**src/design/sit_pkg.sv**
```systemverilog
// Shared constants and types for the segment intersection test.
package sit_pkg;

	localparam int COORD_WIDTH_DEF = 16;

	typedef enum logic [1:0] {
		KIND_PARALLEL  = 2'd0,
		KIND_COLLINEAR = 2'd1,
		KIND_CROSSING  = 2'd2
	} case_kind_t;

endpackage

```
**src/design/sit_decide_stage.sv**
```systemverilog
// Decision stage: classify the pair and test the parameters against [0,1].
module sit_decide_stage #(
	parameter int COORD_WIDTH = 16
) (
	input  logic                            clk,
	input  logic                            arst_n,
	input  logic                            v_in,
	input  logic signed [2*COORD_WIDTH+2:0] d,
	input  logic signed [2*COORD_WIDTH+2:0] x,
	input  logic signed [2*COORD_WIDTH+2:0] y,
	input  logic signed [2*COORD_WIDTH+2:0] rr,
	input  logic signed [2*COORD_WIDTH+2:0] a,
	input  logic signed [2*COORD_WIDTH+2:0] b,
	output logic                            v_s4,
	output logic                            hit_s4,
	output sit_pkg::case_kind_t             kind_s4
);
	import sit_pkg::*;

	localparam int SW = 2 * COORD_WIDTH + 3;

	logic signed [SW-1:0] e;
	logic                 d_zero;
	logic                 y_zero;
	logic                 above;
	logic                 below;
	logic                 t_in;
	logic                 u_in;
	logic                 hit_d;
	case_kind_t           kind_d;

	always_comb begin
		e      = a + b;
		d_zero = (d == '0);
		y_zero = (y == '0);
		above  = (rr < a) && (rr < e);
		below  = (a < 0) && (e < 0);
		// sign of the denominator picks which bound is zero
		if (d < 0) begin
			t_in = (x >= d) && (x <= 0);
			u_in = (y >= d) && (y <= 0);
		end else begin
			t_in = (x >= 0) && (x <= d);
			u_in = (y >= 0) && (y <= d);
		end
		if (d_zero && !y_zero) begin
			kind_d = KIND_PARALLEL;
			hit_d  = 1'b0;
		end else if (d_zero) begin
			// a zero-length r leaves a, e and rr all zero: neither bound trips
			kind_d = KIND_COLLINEAR;
			hit_d  = !(above || below);
		end else begin
			kind_d = KIND_CROSSING;
			hit_d  = t_in && u_in;
		end
	end

	always_ff @(posedge clk or negedge arst_n) begin
		if (!arst_n) begin
			v_s4 <= 1'b0;
		end else begin
			v_s4 <= v_in;
		end
	end

	always_ff @(posedge clk) begin
		hit_s4  <= hit_d;
		kind_s4 <= kind_d;
	end

	a_parallel_miss: assert property (@(posedge clk) disable iff (!arst_n)
		(v_s4 && kind_s4 == KIND_PARALLEL) |-> !hit_s4)
		else $error("parallel disjoint pair reported as hit");

	a_zero_r_hit: assert property (@(posedge clk) disable iff (!arst_n)
		(v_in && d_zero && y_zero && rr == '0) |=> (hit_s4 && kind_s4 == KIND_COLLINEAR))
		else $error("zero-length segment A not reported as collinear hit");

	a_crossing_kind: assert property (@(posedge clk) disable iff (!arst_n)
		(v_in && !d_zero) |=> (kind_s4 == KIND_CROSSING))
		else $error("non-parallel pair misclassified");

endmodule

```
**config.mk**
```make
export PLATFORM = sky130hd
export DESIGN_NAME = sit_decide_stage
export DESIGN_NICKNAME = d
export VERILOG_FILES = /design/src/design/sit_pkg.sv /design/src/design/sit_decide_stage.sv
export SDC_FILE = /design/constraint.sdc
export NUM_CORES = 1
export LEC_CHECK = 0
export BUFFER_PORTS_ARGS = -buffer_cell sky130_fd_sc_hd__buf_2
export CORE_MARGIN = 4
export CORE_UTILIZATION = 35
export DETAILED_ROUTE_END_ITERATION = 12
export SYNTH_ARGS = -nofsm -noshare
export SYNTH_HDL_FRONTEND = slang
export SYNTH_SLANG_ARGS = --single-unit
```
**constraint.sdc**
```tcl
create_clock -name clk -period 0.8 [get_ports clk]
set_input_delay 0.08 -clock clk [delete_from_list [all_inputs] [get_ports clk]]
set_output_delay 0.08 -clock clk [all_outputs]
set_load 0.01 [all_outputs]
```
==> summary.md <==
| Metric | Value |
|---|---|
| # fillers | `1415` |
| GRT Util Overall | `0.2123` |
| Synthesized instance count | `approximately 730` |
| Slew headroom | `0.6653` |
| Slew @ Worst Pin | `495.8 ps` |
| Failing checks | `setup timing` |
| Worst Path Class, Setup | `in -> reg` |
| CP Capture Type | `flip-flop` |
| Mapped Nets | `about 1100` |
| # port buffers | `216` |
| TritonCTS clock tree | `yes` |
| Register area share after synthesis | `0.01578` |
| Met3 WL post-DR | `1183 µm` |
| CTS Buffer Depth | `2` |
| Total vias in the final route | `7021` |
| Largest net degree at the start of global routing | `8` |
| Root Buffer Master | `clkbuf_16` |
| N_diodes | `0` |
| Worst vdd ir | `~0.47 mV` |
| Pre-antenna DRT Iters | `5` |
| Warnings, synthesis | `0` |
| Netlist cell types | `54` |
| Top cells by area, synth | `ha_1 (40%), a21oi_1 (7.1%), inv_1 (6.3%)` |
| First-pass GRT wire length | `31360 µm` |
| Top Metal Used | `met5` |
| Routed len/inst | `14.58 µm` |
| Drt total wl | `between 15000 and 20000 µm` |
| Vias per inst | `5.159` |
| Sink Count | `4` |
| Critical Path Source | `a[0]` |
| Initial antenna violation count | `2` |
| 1st-iter DRT viols | `339` |
| Post-Syn Area | `approximately 5400 µm²` |
| Setup TNS | `-3682 ps` |
| Fin. max-slew vios | `0` |
| Placer Congestion | `around 0.9` |
| Area growth, synth to finish | `63.19%` |
| Post-synth ARST share | `0.2500` |
| Antenna violation net count after detailed routing | `0` |
| Min-delay worst type | `in -> async` |
| IO Pins | `about 220` |
| Lkg Pwr | `between 4 and 5 nW` |
| Final Worst Setup Slack | `-3213 ps` |
| Synthesized flop and latch total | `4` |
| Fin util | `0.5809` |
| Grt total ovfl | `0` |
| Post-synth top area cell | `ha_1` |
| Top FF cell, synth | `dfxtp_1` |
| Met2 Wirelength | `9533 µm` |
| Die Ht | `132.1 µm` |
| Final Setup Violations | `4` |
| Post-detail-place hpwl | `around 18000 µm` |
| Worst Setup EP | `hit_s4` |
| Max_cap viols | `0` |
| Fmax | `about 250 MHz` |
| Final nets | `1560` |
| Final Hold Fails | `0` |
| EDFF count, synth | `0` |
| Critical path cell sequence | `buf_6 > ha_4 > fa_2 > a211oi_2 > o21a_1 > o31ai_4 > o211ai_2 > a41oi_2 > a211o_1 > a21oi_2 > xor2_1 > ha_1 > nand4_1 > nor3_2 > a21oi_1 > o211ai_1 > a31oi_1 > mux2_2 > o41a_1 > a32o_1` |
| Most common cell after layout, fill and taps aside | `buf_4` |
| Clock transition at the registers of the reported paths | `30 ps` |
| DRC viols | `0` |
| Num rows | `45` |
| TritonCTS Buffers | `3` |
| Vias in the first global route | `slightly below 7000` |
| Crit path largest cell delay | `around 380 ps` |
| CP startpoint kind | `input port` |
| Avg Cell Area, Syn | `7.375 µm²` |
| Commonest non-fill, non-tap cells in the layout | `buf_4 (218), buf_2 (203), ha_1 (171)` |
| Crit share post-route | `5.017` |
| Share of post-route cells with drive strength above 1 | `0.4109` |
| CP required | `910 ps` |
| Die width | `~130 µm` |
| Crit-path max FO | `4` |
| Tot Pwr | `between 0.006 and 0.007 W` |
| Core box area | `roughly 15000 µm²` |
| Critical path arrival | `4120 ps` |
| RSZ-0062 raised after global routing | `yes` |
| Wl on met1 | `8814 µm` |
| Initial Util | `0.3560` |
| Clock H-tree levels | `1` |
| PwrDens | `between 700 and 800 nW/µm²` |
| Fin crit period | `4013 ps` |
| CP max-delay cell | `fa_2` |
| Status | `finished, violations left` |
| Die area | `17450 µm²` |
| Synth top area share | `0.3992` |
## synthesized netlist by cell type (all sizes together), types with 4 or more instances
master	number
xnor2	14
a21o	28
o211ai	7
nand4	31
nor2b	6
nor3	16
nand3	21
or2	5
nand2b	7
and3	14
a21oi	76
ha	172
or3	4
a211oi	7
a221oi	6
a211o	5
xor2	16
nor4	26
and2	4
and4	6
nor2	30
inv	90
o21ai	40
o21a	7
nand2	48
o21bai	4
## power breakdown
part / leakage (nW) / switching (W) / internal (W)
clock network: 0.0382 / 0.000137 / 0.000658
registers: 0.0354 / 0.00000270 / 0.000207
logic: 4.88 / 0.00269 / 0.00301
total: 4.95 / 0.00283 / 0.00388
## stage by stage
step	setup WS, ps	area [µm²]	hold slack [ps]	cells
final	-3213	8798	185.4	1361
after global routing	-3397	8798	194.6	1361
after CTS	-3217	8621	180.7	1360
after global placement	-3383	8403	-127.1	1353
after floorplan	-3003	5439	-215.6	731
after detailed placement	-3451	8403	-127.0	1353
## cells by family after synthesis
family                     synth area share
xor gates and xnor gates            0.04873
AOI/OAI and AO/OA                    0.2446
buffers and inverters               0.06475
DFF                                 0.01578
adders and majority gates            0.4029
muxes                              0.004177
and+or+nand+nor                      0.2191
## how the worst min path moves through the flow
stage               startpoint  endpoint  cells after the start
global route            arst_n      v_s4                      2
CTS                     arst_n      v_s4                      2
detailed placement      arst_n      v_s4                      1
global placement        arst_n      v_s4                      1
floorplan               arst_n      v_s4                      0
finish                  arst_n      v_s4                      2
## registers in the layout, indices dropped and copies added (netlist names)
signal	cells
kind_s4	2
hit_s4	1
v_s4	1
## area by class of cell
type / count / area [µm²] / share of cell area
multi-input combinational: 634 / 5181 / 0.5889
timing repair buffer: 441 / 2879 / 0.3272
inverter: 90 / 337.8 / 0.03840
tap: 188 / 235.2 / 0.02673
sequential: 4 / 86.33 / 0.009812
clock buffer: 4 / 78.83 / 0.008959
## worst max-delay path: cells and delay by family
family	cells	cell delay (ps)
AOI/OAI and AO/OA	12	2440
adders and majority gates	3	800
muxes	1	350
and+or+nand+nor	2	180
xor gates and xnor gates	1	160
buffers and inverters	1	100
## repair_timing
item	in CTS	in global routing
pin swaps	6	24
buffers inserted	3	2
hold buffers	2	0
hold endpoints to repair	2	0
gates resized for setup	21	33
endpoints found under the setup margin	4	5
## routing by layer
layer / up-vias / GRT usage
li1: 3646 / -
met1: 3146 / 0.2683
met2: 205 / 0.3857
met3: 20 / 0.02939
met4: 4 / 0.03967
met5: - / 0
Power figures use the tool's default switching activity.
